--- config.mk ---
export PLATFORM = sky130hd
export DESIGN_NAME = audio_container_sniffer
export DESIGN_NICKNAME = d
export VERILOG_FILES = /design/src/sv/acs_pkg.sv /design/src/sv/audio_container_sniffer.sv /design/src/sv/acs_front.sv /design/src/sv/acs_queue.sv /design/src/sv/acs_back.sv
export VERILOG_INCLUDE_DIRS = /design/src /design/src/sv
export SDC_FILE = /design/constraint.sdc
export NUM_CORES = 1
export LEC_CHECK = 0
export ABC_AREA = 0
export BUFFER_PORTS_ARGS = -buffer_cell sky130_fd_sc_hd__buf_2
export CORE_ASPECT_RATIO = 0.9
export CORE_MARGIN = 3
export CORE_UTILIZATION = 46
export CTS_BUF_LIST = sky130_fd_sc_hd__clkbuf_8
export DETAILED_ROUTE_END_ITERATION = 8
export SLEW_MARGIN = 20
export SYNTH_ARGS = -nofsm -noshare
export SYNTH_HDL_FRONTEND = slang
export SYNTH_SLANG_ARGS = --single-unit
--- constraint.sdc ---
create_clock -name clk -period 25.9 [get_ports clk]
set_clock_uncertainty 0.15 [all_clocks]
set_input_delay 2.59 -clock clk [delete_from_list [all_inputs] [get_ports clk]]
set_output_delay 2.59 -clock clk [all_outputs]
set_load 0.01 [all_outputs]
--- src/sv/audio_container_sniffer_assert.svh ---
// Assertion macros shared by the sniffer RTL.
// Needs a clk and an arst_n in the scope of every use; no other dependencies.
`ifndef AUDIO_CONTAINER_SNIFFER_ASSERT_SVH
`define AUDIO_CONTAINER_SNIFFER_ASSERT_SVH
`ifndef SYNTHESIS
// property checked on every rising edge out of reset
`define ACS_ASSERT(name, prop) \
	name: assert property (@(posedge clk) disable iff (!arst_n) prop) \
	else $error("acs assertion failed");
// condition in one cycle implies outcome in the next
`define ACS_ASSERT_NEXT(name, cond, outcome) \
	`ACS_ASSERT(name, (cond) |=> (outcome))
`else
`define ACS_ASSERT(name, prop)
`define ACS_ASSERT_NEXT(name, cond, outcome)
`endif
`endif

--- src/sv/acs_pkg.sv ---
// Types and constants shared by the audio container sniffer.
// No dependencies.
package acs_pkg;

	localparam int unsigned CNT_W       = 11;
	localparam int unsigned WIN_LEN     = 10;
	localparam int unsigned QUEUE_DEPTH = 2;

	localparam logic [CNT_W-1:0] CNT_MAX   = '1;
	localparam logic [CNT_W-1:0] LEN_MIN   = 11'd12;
	localparam logic [CNT_W-1:0] LEN_GUID  = 11'd16;
	localparam logic [CNT_W-1:0] LEN_XM    = 11'd17;
	localparam logic [CNT_W-1:0] LEN_SCRM  = 11'd48;
	localparam logic [CNT_W-1:0] LEN_MOD   = 11'd1084;
	localparam logic [CNT_W-1:0] MOD_FIRST = 11'd1080;
	localparam logic [CNT_W-1:0] MOD_LAST  = 11'd1083;

	typedef enum logic [1:0] {
		OGG_NONE  = 2'd0,
		OGG_OPUS  = 2'd1,
		OGG_FLAC  = 2'd2,
		OGG_SPEEX = 2'd3
	} ogg_hit_t;

	typedef enum logic [4:0] {
		FMT_UNKNOWN = 5'd0,  FMT_MP3    = 5'd1,  FMT_FLAC   = 5'd2,  FMT_M4A   = 5'd3,
		FMT_OGG     = 5'd4,  FMT_OPUS   = 5'd5,  FMT_OGGFLAC = 5'd6, FMT_SPEEX = 5'd7,
		FMT_WAV     = 5'd8,  FMT_AIFF   = 5'd9,  FMT_ASF    = 5'd10, FMT_DSF   = 5'd11,
		FMT_DSDIFF  = 5'd12, FMT_APE    = 5'd13, FMT_WV     = 5'd14, FMT_MPC   = 5'd15,
		FMT_TTA     = 5'd16, FMT_SHN    = 5'd17, FMT_MKV    = 5'd18, FMT_IT    = 5'd19,
		FMT_XM      = 5'd20, FMT_S3M    = 5'd21, FMT_MOD    = 5'd22
	} fmt_t;

	// raw signature matches, before length guards and priority
	typedef struct packed {
		logic id3_mpeg;
		logic flac;
		logic ftyp;
		logic ogg;
		logic riff_wave;
		logic form_aiff;
		logic asf;
		logic dsd;
		logic frm8_dsd;
		logic mac;
		logic wvpk;
		logic mpc;
		logic tta;
		logic ajkg;
		logic ebml;
		logic impm;
		logic xm;
		logic scrm;
		logic mod_tag;
	} sig_flags_t;

	typedef struct packed {
		logic [CNT_W-1:0] len;
		ogg_hit_t         hit;
		sig_flags_t       sig;
	} job_t;

	typedef struct packed {
		logic full;
		logic empty;
	} q_status_t;

endpackage

--- src/sv/audio_container_sniffer.sv ---
// Top level of the audio container sniffer: front end, job queue, classifier.
// Depends on acs_pkg, acs_front, acs_queue and acs_back.
//
//  channel  valid        ready        payload
//  bytes    byte_valid   byte_ready   data_byte, is_last
//  codes    code_valid   code_ready   format_code
//
// One byte word is taken every cycle while byte_ready is high; the front end
// only does fixed compares. Each code is queued, then registered at the output.
// Reset clears the count and the Ogg hit state at once; no clearing pass.
// byte_ready drops only while two finished files wait in the job queue.
module audio_container_sniffer #(
	parameter int unsigned OGG_SCAN_LIMIT = 200,
	parameter int unsigned HEADER_BYTES   = 48
) (
	input  logic       clk,
	input  logic       arst_n,
	input  logic       byte_valid,
	output logic       byte_ready,
	input  logic [7:0] data_byte,
	input  logic       is_last,
	output logic       code_valid,
	input  logic       code_ready,
	output logic [4:0] format_code
);

	logic               push;
	logic               pop;
	acs_pkg::job_t      job;
	acs_pkg::job_t      head;
	acs_pkg::q_status_t q_status;

	acs_front #(
		.OGG_SCAN_LIMIT(OGG_SCAN_LIMIT),
		.HEADER_BYTES  (HEADER_BYTES)
	) u_front (
		.clk       (clk),
		.arst_n    (arst_n),
		.byte_valid(byte_valid),
		.byte_ready(byte_ready),
		.data_byte (data_byte),
		.is_last   (is_last),
		.q_status  (q_status),
		.push      (push),
		.job       (job)
	);

	acs_queue u_queue (
		.clk   (clk),
		.arst_n(arst_n),
		.push  (push),
		.job_in(job),
		.pop   (pop),
		.head  (head),
		.status(q_status)
	);

	acs_back u_back (
		.clk        (clk),
		.arst_n     (arst_n),
		.q_status   (q_status),
		.head       (head),
		.pop        (pop),
		.code_valid (code_valid),
		.code_ready (code_ready),
		.format_code(format_code)
	);

endmodule

--- src/sv/acs_front.sv ---
// Front end: takes bytes, keeps header, tag, scan window and count,
// and on the last byte queues the signature matches. Uses acs_pkg.
`include "audio_container_sniffer_assert.svh"
module acs_front #(
	parameter int unsigned OGG_SCAN_LIMIT = 200,
	parameter int unsigned HEADER_BYTES   = 48
) (
	input  logic                clk,
	input  logic                arst_n,
	input  logic                byte_valid,
	output logic                byte_ready,
	input  logic [7:0]          data_byte,
	input  logic                is_last,
	input  acs_pkg::q_status_t  q_status,
	output logic                push,
	output acs_pkg::job_t       job
);

	localparam int unsigned CW = acs_pkg::CNT_W;
	localparam int unsigned WL = acs_pkg::WIN_LEN;
	localparam logic [CW-1:0] SCAN_LIMIT = CW'(OGG_SCAN_LIMIT);

	localparam logic [23:0]  SIG_ID3   = "ID3";
	localparam logic [31:0]  SIG_FLAC  = "fLaC";
	localparam logic [31:0]  SIG_FTYP  = "ftyp";
	localparam logic [31:0]  SIG_OGGS  = "OggS";
	localparam logic [31:0]  SIG_RIFF  = "RIFF";
	localparam logic [31:0]  SIG_WAVE  = "WAVE";
	localparam logic [31:0]  SIG_FORM  = "FORM";
	localparam logic [31:0]  SIG_AIFF  = "AIFF";
	localparam logic [31:0]  SIG_AIFC  = "AIFC";
	localparam logic [63:0]  SIG_ASF   = 64'h3026_B275_8E66_CF11;
	localparam logic [31:0]  SIG_DSD   = "DSD ";
	localparam logic [31:0]  SIG_FRM8  = "FRM8";
	localparam logic [31:0]  SIG_MAC   = "MAC ";
	localparam logic [31:0]  SIG_WVPK  = "wvpk";
	localparam logic [23:0]  SIG_MPP   = "MP+";
	localparam logic [31:0]  SIG_MPCK  = "MPCK";
	localparam logic [31:0]  SIG_TTA   = "TTA1";
	localparam logic [31:0]  SIG_AJKG  = "ajkg";
	localparam logic [31:0]  SIG_EBML  = 32'h1A45_DFA3;
	localparam logic [31:0]  SIG_IMPM  = "IMPM";
	localparam logic [127:0] SIG_XM    = "Extended Module:";
	localparam logic [31:0]  SIG_SCRM  = "SCRM";
	localparam logic [39:0]  SIG_OFLAC = {8'h7F, "FLAC"};
	localparam logic [63:0]  SIG_OPUS  = "OpusHead";
	localparam logic [63:0]  SIG_SPEEX = "Speex   ";
	localparam logic [31:0]  TAG_MK    = "M.K.";
	localparam logic [31:0]  TAG_MKX   = "M!K!";
	localparam logic [31:0]  TAG_FLT4  = "FLT4";
	localparam logic [31:0]  TAG_FLT8  = "FLT8";
	localparam logic [31:0]  TAG_4CHN  = "4CHN";
	localparam logic [31:0]  TAG_6CHN  = "6CHN";
	localparam logic [31:0]  TAG_8CHN  = "8CHN";

	logic              accept;
	logic [CW-1:0]     count_q;
	logic [CW-1:0]     len_d;
	acs_pkg::ogg_hit_t hit_q;
	acs_pkg::ogg_hit_t hit_d;
	logic [7:0]        hdr_q [HEADER_BYTES];
	logic [7:0]        hdr_d [HEADER_BYTES];
	logic [7:0]        win_q [WL];
	logic [7:0]        win_d [WL];
	logic [31:0]       tag_q;
	logic [31:0]       tag_d;
	logic [31:0]       w0, w4, w8, w12, w44;
	logic [63:0]       w0_8;
	logic [127:0]      w0_16;
	logic [39:0]       win_head;
	logic [63:0]       win_tail;
	logic              flac_in_range;
	logic              text_in_range;
	acs_pkg::sig_flags_t sig;

	assign byte_ready = !q_status.full;
	assign accept     = byte_valid && byte_ready;
	assign push       = accept && is_last;

	// next-state views with the incoming byte merged in
	always_comb begin
		for (int i = 0; i < HEADER_BYTES; i++) begin
			hdr_d[i] = (count_q == CW'(i)) ? data_byte : hdr_q[i];
		end
		for (int i = 0; i < WL - 1; i++) begin
			win_d[i] = win_q[i + 1];
		end
		win_d[WL - 1] = data_byte;
	end

	assign tag_d = (count_q >= acs_pkg::MOD_FIRST && count_q <= acs_pkg::MOD_LAST) ?
		{tag_q[23:0], data_byte} : tag_q;
	assign len_d = (count_q == acs_pkg::CNT_MAX) ? count_q : count_q + CW'(1);

	assign w0    = {hdr_d[0], hdr_d[1], hdr_d[2], hdr_d[3]};
	assign w4    = {hdr_d[4], hdr_d[5], hdr_d[6], hdr_d[7]};
	assign w8    = {hdr_d[8], hdr_d[9], hdr_d[10], hdr_d[11]};
	assign w12   = {hdr_d[12], hdr_d[13], hdr_d[14], hdr_d[15]};
	assign w44   = {hdr_d[44], hdr_d[45], hdr_d[46], hdr_d[47]};
	assign w0_8  = {w0, w4};
	assign w0_16 = {w0, w4, w8, w12};

	assign win_head = {win_d[0], win_d[1], win_d[2], win_d[3], win_d[4]};
	assign win_tail = {win_d[1], win_d[2], win_d[3], win_d[4],
		win_d[5], win_d[6], win_d[7], win_d[8]};

	// FLAC mapping starts nine bytes back, the eight-byte tags eight back
	assign flac_in_range = count_q >= CW'(9) && (count_q - CW'(9)) < SCAN_LIMIT;
	assign text_in_range = count_q >= CW'(8) && (count_q - CW'(8)) < SCAN_LIMIT;

	always_comb begin
		hit_d = hit_q;
		if (hit_q == acs_pkg::OGG_NONE) begin
			if (flac_in_range && win_head == SIG_OFLAC) begin
				hit_d = acs_pkg::OGG_FLAC;
			end else if (text_in_range && win_tail == SIG_OPUS) begin
				hit_d = acs_pkg::OGG_OPUS;
			end else if (text_in_range && win_tail == SIG_SPEEX) begin
				hit_d = acs_pkg::OGG_SPEEX;
			end
		end
	end

	always_comb begin
		sig.id3_mpeg  = w0[31:8] == SIG_ID3 || (w0[31:24] == 8'hFF && w0[23:21] == 3'b111);
		sig.flac      = w0 == SIG_FLAC;
		sig.ftyp      = w4 == SIG_FTYP;
		sig.ogg       = w0 == SIG_OGGS;
		sig.riff_wave = w0 == SIG_RIFF && w8 == SIG_WAVE;
		sig.form_aiff = w0 == SIG_FORM && (w8 == SIG_AIFF || w8 == SIG_AIFC);
		sig.asf       = w0_8 == SIG_ASF;
		sig.dsd       = w0 == SIG_DSD;
		sig.frm8_dsd  = w0 == SIG_FRM8 && w12 == SIG_DSD;
		sig.mac       = w0 == SIG_MAC;
		sig.wvpk      = w0 == SIG_WVPK;
		sig.mpc       = w0[31:8] == SIG_MPP || w0 == SIG_MPCK;
		sig.tta       = w0 == SIG_TTA;
		sig.ajkg      = w0 == SIG_AJKG;
		sig.ebml      = w0 == SIG_EBML;
		sig.impm      = w0 == SIG_IMPM;
		sig.xm        = w0_16 == SIG_XM;
		sig.scrm      = w44 == SIG_SCRM;
		sig.mod_tag   = tag_d == TAG_MK || tag_d == TAG_MKX || tag_d == TAG_FLT4 ||
			tag_d == TAG_FLT8 || tag_d == TAG_4CHN || tag_d == TAG_6CHN ||
			tag_d == TAG_8CHN;
	end

	assign job.len = len_d;
	assign job.hit = hit_d;
	assign job.sig = sig;

	always_ff @(posedge clk or negedge arst_n) begin
		if (!arst_n) begin
			count_q <= '0;
			hit_q   <= acs_pkg::OGG_NONE;
		end else if (accept) begin
			if (is_last) begin
				count_q <= '0;
				hit_q   <= acs_pkg::OGG_NONE;
			end else begin
				count_q <= len_d;
				hit_q   <= hit_d;
			end
		end
	end

	// stale bytes from an earlier file are never read: every check past
	// byte 11 sits behind a length guard
	always_ff @(posedge clk) begin
		if (accept) begin
			hdr_q <= hdr_d;
			win_q <= win_d;
			tag_q <= tag_d;
		end
	end

	`ACS_ASSERT_NEXT(a_hit_kept, accept && !is_last && hit_q != acs_pkg::OGG_NONE,
		hit_q == $past(hit_q))
	`ACS_ASSERT_NEXT(a_clear_after_last, push, count_q == '0 && hit_q == acs_pkg::OGG_NONE)

endmodule

--- src/sv/acs_queue.sv ---
// Short job queue between the byte front end and the classifier.
// Uses acs_pkg for the job and status types.
`include "audio_container_sniffer_assert.svh"
module acs_queue (
	input  logic               clk,
	input  logic               arst_n,
	input  logic               push,
	input  acs_pkg::job_t      job_in,
	input  logic               pop,
	output acs_pkg::job_t      head,
	output acs_pkg::q_status_t status
);

	localparam int unsigned DEPTH = acs_pkg::QUEUE_DEPTH;
	localparam int unsigned PTR_W = $clog2(DEPTH);
	localparam int unsigned FILL_W = $clog2(DEPTH + 1);

	acs_pkg::job_t     mem_q [DEPTH];
	logic [PTR_W-1:0]  wr_ptr_q;
	logic [PTR_W-1:0]  rd_ptr_q;
	logic [FILL_W-1:0] fill_q;

	assign status.full  = fill_q == FILL_W'(DEPTH);
	assign status.empty = fill_q == '0;
	assign head         = mem_q[rd_ptr_q];

	always_ff @(posedge clk or negedge arst_n) begin
		if (!arst_n) begin
			wr_ptr_q <= '0;
			rd_ptr_q <= '0;
			fill_q   <= '0;
		end else begin
			if (push) begin
				wr_ptr_q <= (wr_ptr_q == PTR_W'(DEPTH - 1)) ? '0 : wr_ptr_q + PTR_W'(1);
			end
			if (pop) begin
				rd_ptr_q <= (rd_ptr_q == PTR_W'(DEPTH - 1)) ? '0 : rd_ptr_q + PTR_W'(1);
			end
			if (push && !pop) begin
				fill_q <= fill_q + FILL_W'(1);
			end else if (pop && !push) begin
				fill_q <= fill_q - FILL_W'(1);
			end
		end
	end

	always_ff @(posedge clk) begin
		if (push) begin
			mem_q[wr_ptr_q] <= job_in;
		end
	end

	`ACS_ASSERT(a_no_push_full, push |-> !status.full)
	`ACS_ASSERT(a_no_pop_empty, pop |-> !status.empty)
	`ACS_ASSERT_NEXT(a_fill_up, push && !pop, fill_q == $past(fill_q) + 1)

endmodule

--- src/sv/acs_back.sv ---
// Back end: applies length guards and check priority to a queued job,
// and holds the format code in an output register. Uses acs_pkg.
module acs_back (
	input  logic               clk,
	input  logic               arst_n,
	input  acs_pkg::q_status_t q_status,
	input  acs_pkg::job_t      head,
	output logic               pop,
	output logic               code_valid,
	input  logic               code_ready,
	output logic [4:0]         format_code
);

	acs_pkg::fmt_t code_d;
	acs_pkg::fmt_t code_q;
	logic          valid_q;

	assign pop         = !q_status.empty && (!valid_q || code_ready);
	assign code_valid  = valid_q;
	assign format_code = code_q;

	always_comb begin
		code_d = acs_pkg::FMT_UNKNOWN;
		if (head.len < acs_pkg::LEN_MIN) begin
			code_d = acs_pkg::FMT_UNKNOWN;
		end else if (head.sig.id3_mpeg) begin
			code_d = acs_pkg::FMT_MP3;
		end else if (head.sig.flac) begin
			code_d = acs_pkg::FMT_FLAC;
		end else if (head.sig.ftyp) begin
			code_d = acs_pkg::FMT_M4A;
		end else if (head.sig.ogg) begin
			case (head.hit)
				acs_pkg::OGG_OPUS:  code_d = acs_pkg::FMT_OPUS;
				acs_pkg::OGG_FLAC:  code_d = acs_pkg::FMT_OGGFLAC;
				acs_pkg::OGG_SPEEX: code_d = acs_pkg::FMT_SPEEX;
				default:            code_d = acs_pkg::FMT_OGG;
			endcase
		end else if (head.len > acs_pkg::LEN_MIN && head.sig.riff_wave) begin
			code_d = acs_pkg::FMT_WAV;
		end else if (head.sig.form_aiff) begin
			code_d = acs_pkg::FMT_AIFF;
		end else if (head.len >= acs_pkg::LEN_GUID && head.sig.asf) begin
			code_d = acs_pkg::FMT_ASF;
		end else if (head.sig.dsd) begin
			code_d = acs_pkg::FMT_DSF;
		end else if (head.len >= acs_pkg::LEN_GUID && head.sig.frm8_dsd) begin
			code_d = acs_pkg::FMT_DSDIFF;
		end else if (head.sig.mac) begin
			code_d = acs_pkg::FMT_APE;
		end else if (head.sig.wvpk) begin
			code_d = acs_pkg::FMT_WV;
		end else if (head.sig.mpc) begin
			code_d = acs_pkg::FMT_MPC;
		end else if (head.sig.tta) begin
			code_d = acs_pkg::FMT_TTA;
		end else if (head.sig.ajkg) begin
			code_d = acs_pkg::FMT_SHN;
		end else if (head.sig.ebml) begin
			code_d = acs_pkg::FMT_MKV;
		end else if (head.sig.impm) begin
			code_d = acs_pkg::FMT_IT;
		end else if (head.len >= acs_pkg::LEN_XM && head.sig.xm) begin
			code_d = acs_pkg::FMT_XM;
		end else if (head.len >= acs_pkg::LEN_SCRM && head.sig.scrm) begin
			code_d = acs_pkg::FMT_S3M;
		end else if (head.len >= acs_pkg::LEN_MOD && head.sig.mod_tag) begin
			code_d = acs_pkg::FMT_MOD;
		end
	end

	always_ff @(posedge clk or negedge arst_n) begin
		if (!arst_n) begin
			valid_q <= 1'b0;
		end else if (pop) begin
			valid_q <= 1'b1;
		end else if (code_ready) begin
			valid_q <= 1'b0;
		end
	end

	always_ff @(posedge clk) begin
		if (pop) begin
			code_q <= code_d;
		end
	end

endmodule
==> metrics.csv, run 1 <==
stage,metric,value,unit
global_routing,grt-ovfl-total,0,
clocking,cts.sink_count,351,
placed_design,hpwlAfterDp,28.8,mm
synthesis,netlist.top_cell.by_area,edfxtp_1,
synthesis,synth_xor_area_share,0.944,%
routing,viasPerCell,6.02,
clocking,post_cts_buffers,0,
clocking,tritoncts,built,
synthesis,synth_compound_area_share,6.98,%
synthesis,synthSimpleGateAreaFrac,16.9,%
floorplanning,pin_count,20,
sta,post-route-period-util,20.3,%
worst_setup_path,endpoint_kind,register,
min_path,hold_start,u_front.win_d[54]$_DFFE_PP_,
clocking,cts_made_buffers,58,
synthesis,syn_area_per_cell,12.6,sq um
run_status,run_status,finished clean,
global_routing,grt_usage,21.5,%
worst_setup_path,cp.required,26.07,ns
global_routing,met2_usage,32.2,%
routing,drt_iter0_drc,1076,
synthesis,synth_top_family_by_area,simple AND/OR/NAND/NOR gates,
routing,wl_per_cell,22.4,microns
worst_setup_path,r2r_cells,7,
synthesis,syn_nets,1423,
global_routing,grt_pass1_wl,67.9,mm
worst_setup_path,path_cells,buf_2 -> buf_4 -> nor2b_1 -> mux2i_1 -> or2_2 -> or4_1 -> a2111oi_0,
clocking,clock_path_buffers,3,
sta,max_freq,0.190,GHz
min_path,whs_path_depth,0,
worst_setup_path,startpoint_type,primary input,
worst_setup_path,crit_type,primary input to register,
global_routing,met3_usage,4.64,%
cells_and_area,nets,1444,
sta,whs,0.295,ns
worst_setup_path,worstSetupStartpoint,data_byte[6],
synthesis,ys_ff_latch,351,
synthesis,synthTopCellsByArea,"edfxtp_1 57%, mux2_2 9.1%, mux2i_1 3.3%, dfrtp_1 2.6%, nand2_1 2.1%",
global_routing,grt_pass1_vias,11500,
power,irDropWorstVdd,0.0616,mV
synthesis,ys_seq_area_share,59.3,%
worst_setup_path,crit_path_max_fanout,29,
worst_setup_path,cpPeakStageDelay,0.68,ns
synthesis,synth_mux_area_share,12.4,%
synthesis,synth_cells,1404,
global_routing,use_met1,31.6,%
worst_setup_path,reg2reg_from,u_front.count_q[5]$_DFFE_PN0P_,
synthesis,yosysTopAreaCellShare,56.7,%
clocking,holdBufCountCts,0,
global_routing,antenna_found_initial,0,
power,total_leakage_power,0.00654,uW
clocking,clk_latency,0.62,ns
worst_setup_path,r2r_setup_slack,21.12,ns
synthesis,synthAdderAreaFrac,0.426,%
clocking,clock-root-buffer,clkbuf_8,
floorplanning,die-area,0.0407,sq mm
floorplanning,initial_core_util,46.9,%
floorplanning,die_h,192,microns
job,drv_cap,0,
placed_design,numPortBuffers,19,
synthesis,yosys_most_used_dff,edfxtp_1,
synthesis,syn_area,0.0176,sq mm
floorplanning,rows,67,
synthesis,ys_warn_count,0,
sta,fin_crit,5.25,ns
cells_and_area,diodes,0,
clocking,cts_resized,0,
sta,maxSlewHeadroom,30.2,%
sta,setup_viol,0,
routing,wl,43.9,mm
sta,slew_violations,0,
placed_design,gp_congestion,0.936,
synthesis,synth-edff-count,333,
placed_design,place_ws,20.02,ns
routing,dr.pass1.iters,5,
routing,antenna_left,0,
worst_setup_path,cp.arrival,5.42,ns
synthesis,synthArstFlopShare,5.13,%
synthesis,yosysUniqueCellTypes,75,
routing,drc,0,
clocking,htree_levels,2,
power,cellPowerDensity,91.2,mW/mm^2
sta,worst_slew_pin_slew,1.04,ns
floorplanning,die_x,212,microns
sta,worst_slack,20.65,ns
sta,fin_setup_tns,0,ns
routing,num_vias,11800,
floorplanning,core,0.0376,sq mm
global_routing,grt_max_degree,123,
worst_setup_path,crit_slowest_cell,a2111oi_0,
clocking,path_clk_slew,0.06,ns
sta,hold_viol_final,0,
sta,grt_setup_unrepaired,no,
min_path,min_path_type,register to register,
global_routing,busiest_layer,met2,
cells_and_area,layout-drive-gt1-share,19.1,%
cells_and_area,area_growth,9.32,%
[final cells by class]
type / count / area (sq um)
clock inverters: 47 / 253
multi-input cells: 913 / 6660
flip-flops and latches: 351 / 10500
repair buffers: 38 / 238
fillers: 3323 / 18300
clock buffers: 60 / 826
inverters: 63 / 244
well taps: 483 / 604
[critical path: cells and delay by family]
family / cells / cell delay, ns
compound gates: 1 / 0.68
mux: 1 / 0.28
buf+inv: 2 / 0.43
simple gates: 3 / 1.41
[final timing paths]
kind                                                       end
worst max-delay path             u_queue.mem_q[0][7]$_DFFE_PP_
worst min-delay path               u_front.win_d[62]$_DFFE_PP_
worst max register to register  u_queue.mem_q[0][10]$_DFFE_PP_
worst min register to register     u_front.win_d[62]$_DFFE_PP_
max in group asynchronous       u_front.count_q[4]$_DFFE_PN0P_
min in group asynchronous       u_front.count_q[7]$_DFFE_PN0P_
[kinds of logic (layout without fill, tap and decap cells)]
logic type | count (synthesis) | count (layout)
XOR/XNOR | 19 | 19
multiplexers | 200 | 200
flip-flops | 351 | 351
AND/OR/NAND/NOR | 510 | 510
buffers and inverters | 140 | 208
adder cells (fa/ha/maj) | 6 | 6
AO/OA/AOI/OAI | 178 | 178
[power by group]
part / internal, uW / switching, uW
combinational: 149 / 296
sequential: 790 / 63.6
clock: 235 / 224
total: 1170 / 584
[Yosys cell counts (all sizes together), types with 7 or more instances]
| cell type | n |
|---|---|
| mux2 | 142 |
| a211oi | 7 |
| nor2b | 21 |
| clkbuf | 54 |
| nand3b | 17 |
| xor2 | 9 |
| inv | 63 |
| or4 | 8 |
| o31ai | 21 |
| edfxtp | 333 |
| nand2b | 25 |
| nand4 | 47 |
| nand3 | 37 |
| xnor2 | 10 |
| nor4 | 38 |
| buf | 23 |
| mux2i | 58 |
| a22o | 7 |
| nor2 | 92 |
| nor3b | 12 |
| dfrtp | 18 |
| nand2 | 97 |
| nor4bb | 9 |
| nor3 | 40 |
| o21ai | 36 |
| a31oi | 17 |
| nand4b | 8 |
| a21oi | 24 |
| nor4b | 18 |
[state kept, by name (all words and copies together), names as in the netlist]
signal              cells
u_queue.mem_q          64
u_queue.rd_ptr_q        1
u_queue.wr_ptr_q        1
u_queue.fill_q          2
u_front.tag_q          32
u_front.count_q        11
u_front.win_d          72
u_front.hdr_q         160
u_back.format_code      5
u_back.code_valid       1
u_front.hit_q           2
[metrics by stage]
step	instance area [sq um]	total power [uW]	util [%]	instances
6_report	19300	1760	51.3	1955
5_1_grt	19300	1850	51.3	1955
4_1_cts	19300	1770	51.3	1955
3_5_place_dp	18200	1300	48.4	1848
3_3_place_gp	18200	1300	48.4	1848
2_1_floorplan	17600	1180	-	1404
[per-layer routing]
metal | routed length, microns | vias up
met5 | 74 | -
met4 | 1010 | 2
met3 | 3040 | 75
met2 | 19200 | 405
met1 | 20600 | 5816
li1 | - | 5480
[cell usage in the layout, fill, tap and decap left out, types with 7 or more instances in the layout]
cell,Yosys,final
buf_4,0,19
edfxtp_1,333,333
xnor2_1,10,10
o31ai_1,21,21
nor4_1,37,36
clkinv_2,0,7
nor4bb_1,9,9
or4_1,8,8
nor2b_1,21,21
a211oi_1,7,7
nand3_1,33,33
nand2b_1,25,25
mux2_2,142,142
a21oi_1,24,24
nand4_1,47,47
dfrtp_1,18,18
clkinv_1,0,16
inv_1,62,80
mux2i_1,58,58
nor3_1,38,38
nand4b_1,8,8
a22o_1,7,7
nand2_1,97,97
nor3b_1,12,12
nand3b_1,17,17
buf_2,18,19
clkbuf_8,0,60
a31oi_1,17,17
nor4b_1,14,14
xor2_1,9,9
o21ai_0,36,36
nor2_1,89,88
Power figures use the tool's default switching activity.
==> run 2: changes to the inputs <==
==> constraint.sdc (replaced) <==
create_clock -name clk -period 5.3 [get_ports clk]
set_clock_uncertainty 0.15 [all_clocks]
set_input_delay 0.53 -clock clk [delete_from_list [all_inputs] [get_ports clk]]
set_output_delay 0.53 -clock clk [all_outputs]
set_load 0.01 [all_outputs]
==> run 2 against run 1 <==
Against the previous run: combinational power rose to 4.9 times the previous value; non-clock buffer count up 16; sequential power rose to 4.9 times the previous value; routed wire length up 3.0%; largest cell class unchanged; highest routed layer is now met4.
==> metrics.csv, run 2 (synthesis results as in run 1) <==
stage,metric,value,unit,change
sta,grt_setup_unrepaired,no,,
routing,antenna_left,0,,unchanged
sta,whs,0.0986,ns,-0.196 ns
power,total_leakage_power,0.00669,uW,+2.3%
worst_setup_path,path_cells,and2_1 -> nand4b_1 -> nor2_2 -> mux2_2 -> a2111oi_0 -> nand4_1 -> nor4_1,,
job,drv_cap,0,,unchanged
global_routing,grt_pass1_wl,68.9,mm,+1.5%
placed_design,hpwlAfterDp,30.6,mm,+6.1%
floorplanning,die_h,192,microns,unchanged
worst_setup_path,crit_slowest_cell,nor4_1,,
routing,drc,0,,unchanged
sta,setup_viol,0,,unchanged
sta,worst_slew_pin_slew,1.07,ns,+0.0287 ns
sta,fin_crit,4.55,ns,
global_routing,grt_pass1_vias,11600,,+0.52%
sta,post-route-period-util,85.8,%,
cells_and_area,layout-drive-gt1-share,21.0,%,+1.9 points
cells_and_area,fillers,3250,,-2.2%
placed_design,gp_congestion,0.969,,+3.5%
global_routing,busiest_layer,met2,,
global_routing,use_met1,32.1,%,+0.48 points
floorplanning,die_x,212,microns,unchanged
cells_and_area,largest_reg_flops,160,,unchanged
clocking,clk_latency,0.66,ns,+0.04 ns
power,cellPowerDensity,449,mW/mm^2,+390%
cells_and_area,top_register,u_front.hdr_q,,
floorplanning,pin_count,20,,unchanged
sta,maxSlewHeadroom,26.6,%,-3.6 points
routing,num_vias,12000,,+1.6%
cells_and_area,multi_input_area,0.00668,sq mm,+0.36%
global_routing,grt_max_degree,87,,-29%
worst_setup_path,startpoint_type,register,,
worst_setup_path,cp.arrival,4.73,ns,-0.69 ns
sta,hold_viol_final,0,,unchanged
clocking,clock-root-buffer,clkbuf_8,,
routing,wl_per_cell,22.9,microns,+2.2%
cells_and_area,area_growth,10.9,%,
clocking,cts_made_buffers,58,,unchanged
clocking,clock_path_buffers,3,,unchanged
floorplanning,rows,67,,unchanged
global_routing,antenna_found_initial,0,,unchanged
run_status,run_status,finished clean,,
floorplanning,initial_core_util,46.9,%,unchanged
clocking,post_cts_buffers,0,,unchanged
sta,max_freq,0.220,GHz,
placed_design,place_ws,0.921,ns,-19.10 ns
sta,slew_violations,0,,unchanged
cells_and_area,most-common-layout-cells,"333 x edfxtp_1, 142 x mux2_2, 96 x nand2_1",,
clocking,cts_resized,0,,unchanged
cells_and_area,ff_latch_area,0.0105,sq mm,unchanged
sta,worst_slack,0.755,ns,-19.89 ns
clocking,tritoncts,built,,
routing,wl,45.2,mm,+3.0%
global_routing,met2_usage,33.0,%,+0.78 points
global_routing,grt-ovfl-total,0,,unchanged
routing,drt_iter0_drc,1115,,+3.6%
worst_setup_path,crit_type,register to register,,
worst_setup_path,cp.required,5.48,ns,-20.59 ns
routing,viasPerCell,6.07,,+0.78%
placed_design,numPortBuffers,19,,unchanged
clocking,path_clk_slew,0.06,ns,about the same
global_routing,grt_usage,22.2,%,+0.71 points
global_routing,met3_usage,5.36,%,+0.72 points
cells_and_area,diodes,0,,unchanged
clocking,cts.sink_count,351,,unchanged
clocking,htree_levels,2,,unchanged
worst_setup_path,crit_path_max_fanout,17,,-41%
cells_and_area,nets,1460,,+1.1%
worst_setup_path,cpPeakStageDelay,0.79,ns,+0.11 ns
worst_setup_path,endpoint_kind,register,,
routing,dr.pass1.iters,5,,unchanged
floorplanning,die-area,0.0407,sq mm,unchanged
power,irDropWorstVdd,0.186,mV,+200%
min_path,min_path_type,primary input to register,,
cells_and_area,final_common_cell,edfxtp_1,,
floorplanning,core,0.0376,sq mm,unchanged
-- run 2: timing repair --
action                     in CTS  in global routing
hold endpoints to repair       19                  0
setup endpoints to repair       0                  0
hold buffers                    2                  0
-- run 2: worst paths after layout --
path | from | to | slack [ns] | cells after the start
max in group asynchronous | arst_n | u_front.count_q[1]$_DFFE_PN0P_ | 4.47 | 2
worst min-delay path | data_byte[6] | u_front.win_d[14]$_DFFE_PP_ | 0.1 | 1
worst max register to register | u_front.count_q[3]$_DFFE_PN0P_ | u_queue.mem_q[0][1]$_DFFE_PP_ | 0.75 | 7
worst min register to register | u_front.win_d[35]$_DFFE_PP_ | u_front.win_d[43]$_DFFE_PP_ | 0.29 | 0
worst max-delay path | u_front.count_q[3]$_DFFE_PN0P_ | u_queue.mem_q[0][1]$_DFFE_PP_ | 0.75 | 7
min in group asynchronous | arst_n | u_front.count_q[7]$_DFFE_PN0P_ | 0.19 | 2
-- run 2: critical path, delay by kind of cell, from the launching register on --
family | cells | cell delay [ns]
AOI/OAI and AO/OA | 1 | 0.49
and+or+nand+nor | 5 | 2.52
muxes | 1 | 0.41
DFF | 1 | 0.66
-- run 2: area by class of cell --
type                            count  share of cell area (%)
Inverter                           63                    1.23
Timing Repair Buffer               54                    2.04
Sequential cell                   351                    53.5
Tap cell                          483                    3.09
Multi-Input combinational cell    913                    34.2
Clock inverter                     39                    1.21
Clock buffer                       68                    4.79
-- run 2: where the power goes --
group	internal, uW	switching (uW)
registers	3860	345
clock network	1270	1130
logic	749	1420
total	5880	2890
-- run 2: layer usage --
metal	wire (microns)	vias to the layer above	part of all wire [%]
li1	-	5527	-
met1	20600	5911	46
met2	19800	437	44
met3	3480	92	7.7
met4	1280	0	2.8
met5	0	-	0
-- run 2: per-stage QoR --
stage	cells	TNS [ns]	total power (uW)	utilization, %	area [sq um]
floorplan	1404	-20.66	5740	-	17700
global placement	1861	0	6360	48.8	18300
detailed placement	1861	0	6390	48.8	18300
CTS	1970	0	8830	52.0	19500
global route	1971	0	9230	52.0	19500
finish	1971	0	8770	52.0	19500
==> run 3: changes to the inputs <==
--- a/config.mk
+++ b/config.mk
@@ -16,4 +16,5 @@
 export SLEW_MARGIN = 20
 export SYNTH_ARGS = -nofsm -noshare
 export SYNTH_HDL_FRONTEND = slang
+export SYNTH_HIERARCHICAL = 1
 export SYNTH_SLANG_ARGS = --single-unit
==> run 3 against run 2 <==
Against the previous run: synthesized cell count shrank 1.0%; total power rose by 0.84%; hold slack worse by 0.0036 ns; critical path depth is 1 higher; area after synthesis increased by 0.62%; flip-flop and latch count unchanged; critical endpoint is now u_queue/mem_q[1][12]$_DFFE_PP_; non-clock buffer count is 13 lower.
==> metrics.csv, run 3 <==
stage,metric,value,unit,change
power,cellPowerDensity,457,mW/mm^2,+1.9%
routing,wl,44.8,mm,-0.99%
worst_setup_path,cp.arrival,4.51,ns,-0.22 ns
clocking,path_clk_slew,0.07,ns,about the same
worst_setup_path,cp.required,5.61,ns,+0.13 ns
cells_and_area,final_common_cell,edfxtp_1,,
synthesis,syn_area,0.0177,sq mm,+0.62%
routing,drc,0,,unchanged
job,drv_cap,0,,unchanged
global_routing,grt-ovfl-total,0,,unchanged
cells_and_area,most-common-layout-cells,"333 x edfxtp_1, 180 x nand2_1, 116 x mux2_2",,
sta,max_freq,0.239,GHz,+8.4%
cells_and_area,area_growth,9.07,%,
floorplanning,die-area,0.0410,sq mm,+0.60%
placed_design,hpwlAfterDp,29.5,mm,-3.5%
sta,fin_crit,4.19,ns,-0.353 ns
floorplanning,die_x,213,microns,+0.30%
cells_and_area,finish.utilization,51.4,%,-0.64 points
clocking,clock-root-buffer,clkbuf_8,,
floorplanning,die_h,192,microns,+0.30%
synthesis,syn_nets,1409,,-0.98%
sta,maxSlewHeadroom,29.8,%,+3.2 points
synthesis,yosysTopAreaCellShare,56.4,%,-0.35 points
cells_and_area,largest_reg_flops,160,,unchanged
routing,dr.pass1.iters,6,,+1
sta,post-route-period-util,79.1,%,-6.7 points
routing,met2_length,19.5,mm,-1.8%
synthesis,synthTopCellsByCount,"333 x edfxtp_1, 180 x nand2_1, 116 x mux2_2, 64 x inv_1, 62 x mux2i_1",,
worst_setup_path,endpoint_kind,register,,
clocking,htree_levels,2,,unchanged
synthesis,syn_area_per_cell,12.8,sq um,+1.6%
floorplanning,core,0.0376,sq mm,+0.22%
worst_setup_path,crit_type,register to register,,
power,total_leakage_power,0.00718,uW,+7.3%
clocking,post_cts_buffers,0,,unchanged
clocking,clk_latency,0.66,ns,about the same
synthesis,synthTopCellsByArea,"edfxtp_1 56%, mux2_2 7.4%, nand2_1 3.8%, mux2i_1 3.5%, mux2_4 2.7%",,
run_status,run_status,finished clean,,
global_routing,grt_max_degree,127,,+46%
global_routing,antenna_found_initial,0,,unchanged
synthesis,synthArstFlopShare,5.13,%,unchanged
synthesis,synth.most_common_cell,edfxtp_1,,
power,irDropWorstVdd,0.456,mV,+140%
synthesis,yosys_most_used_dff,edfxtp_1,,
cells_and_area,diodes,0,,unchanged
cells_and_area,fillers,3226,,-0.74%
clocking,cts_resized,0,,unchanged
routing,drt_iter0_drc,1115,,unchanged
sta,grt_setup_unrepaired,no,,
synthesis,synth-edff-count,333,,unchanged
cells_and_area,nets,1436,,-1.6%
worst_setup_path,startpoint_type,register,,
synthesis,ys_seq_area_share,58.9,%,-0.37 points
sta,slew_violations,0,,unchanged
cells_and_area,layout-drive-gt1-share,20.2,%,-0.79 points
worst_setup_path,crit_path_max_fanout,22,,+5
synthesis,ys_ff_latch,351,,unchanged
floorplanning,initial_core_util,47.1,%,+0.19 points
routing,viasPerCell,6.02,,-0.80%
sta,whs,0.0950,ns,-0.00358 ns
routing,antenna_left,0,,unchanged
routing,wl_per_cell,23.0,microns,about the same
routing,wl_met3,2.98,mm,-14%
clocking,cts.sink_count,351,,unchanged
clocking,clock_path_buffers,3,,unchanged
placed_design,numPortBuffers,19,,unchanged
clocking,cts_made_buffers,58,,unchanged
min_path,min_path_type,primary input to register,,
clocking,tritoncts,built,,
worst_setup_path,r2r_setup_slack,1.11,ns,+0.35 ns
sta,hold_viol_final,0,,unchanged
synthesis,yosysUniqueCellTypes,83,,+11%
cells_and_area,top_register,u_front/hdr_q,,
placed_design,gp_congestion,0.990,,+2.2%
routing,num_vias,11700,,-1.9%
floorplanning,rows,67,,unchanged
sta,setup_viol,0,,unchanged
floorplanning,pin_count,20,,unchanged
routing,drt-met1-wl,21.0,mm,+1.6%
routing,dr.max_layer_used,met4,,
global_routing,grt_usage,22.0,%,-0.23 points
synthesis,synth_cells,1390,,-1.0%
global_routing,grt_pass1_vias,11300,,-1.9%
synthesis,ys_warn_count,6,,+6
sta,fin_setup_tns,0,ns,unchanged
global_routing,grt_pass1_wl,68.6,mm,-0.44%
clocking,holdBufCountCts,2,,unchanged
sta,worst_slew_pin_slew,1.05,ns,-0.0209 ns
synthesis,netlist.top_cell.by_area,edfxtp_1,,
[run 3: changes by cell type in the layout (fill, tap and decap cells not counted), sizes merged, moves of 8 or more]
| cell | change |
|---|---|
| nand2 | +84 |
| a21oi | +9 |
| clkinv | +8 |
| o31ai | -19 |
| nand4 | -8 |
| nor2 | -39 |
| buf | -13 |
| clkbuf | -8 |
| or4 | +10 |
| nand4b | +9 |
| nand3 | -9 |
| a31oi | -10 |
| o21ai | -14 |
| nand2b | -10 |
[run 3: kinds of logic (layout without fill, tap and decap cells)]
kind of cell    after synthesis  count (layout)  synth area share, %
mux                         210             210                 13.6
compound gates              123             123                 4.85
simple gates                544             544                 17.8
flops                       351             351                 58.9
buf+inv                     140             217                 3.60
xor+xnor                     16              16                0.790
fa+ha+maj                     6               6                0.423
[run 3: worst max-delay path, stage by stage, from the launching register on]
cell     delay [ns]
dfrtp_1        0.56
nor4_4         0.33
buf_4          0.35
nand4_1        0.62
mux2i_1        0.32
or4_1          0.56
nor4_1         0.51
nand4_1        0.25
nor3b_1        0.32
[run 3: area by class of cell]
type,instances,area (sq um),area share [%]
inverter,66,260,1.35
clock inverter,50,272,1.40
clock buffer,60,826,4.27
tap,483,604,3.12
multi-input combinational,899,6670,34.5
timing repair buffer,41,265,1.37
sequential,351,10500,54.0
[run 3: through the flow]
| stage | total power (uW) | cell area (sq um) | instances | setup WS, ns |
|---|---|---|---|---|
| 2_1_floorplan | 5940 | 17700 | 1390 | 0.863 |
| 3_3_place_gp | 6550 | 18200 | 1838 | 1.16 |
| 3_5_place_dp | 6600 | 18200 | 1838 | 1.16 |
| 4_1_cts | 8910 | 19300 | 1950 | 1.14 |
| 5_1_grt | 9330 | 19300 | 1950 | 0.903 |
| 6_report | 8850 | 19300 | 1950 | 1.11 |
[run 3: power by group]
group	switching, uW	total [uW]	internal [uW]
clock network	1110	2270	1160
logic	1460	2280	826
registers	348	4290	3940
[run 3: worst paths after layout]
kind,depth (start not counted),to,start
worst max-delay path,8,u_queue/mem_q[1][12]$_DFFE_PP_,u_front/count_q[5]$_DFFE_PN0P_
worst min-delay path,3,u_front/count_q[8]$_DFFE_PN0P_,is_last
worst max register to register,8,u_queue/mem_q[1][12]$_DFFE_PP_,u_front/count_q[5]$_DFFE_PN0P_
worst min register to register,0,u_front/win_d[59]$_DFFE_PP_,u_front/win_d[51]$_DFFE_PP_
max in group asynchronous,2,u_queue/rd_ptr_q$_DFFE_PN0P_,arst_n
min in group asynchronous,2,u_queue/wr_ptr_q$_DFFE_PN0P_,arst_n
[run 3: layer usage]
metal | track usage (%) | vias to the layer above
met2 | 32.1 | 426
met5 | 0 | -
li1 | - | 5370
met3 | 4.05 | 81
met1 | 32.6 | 5868
met4 | 8.42 | 0
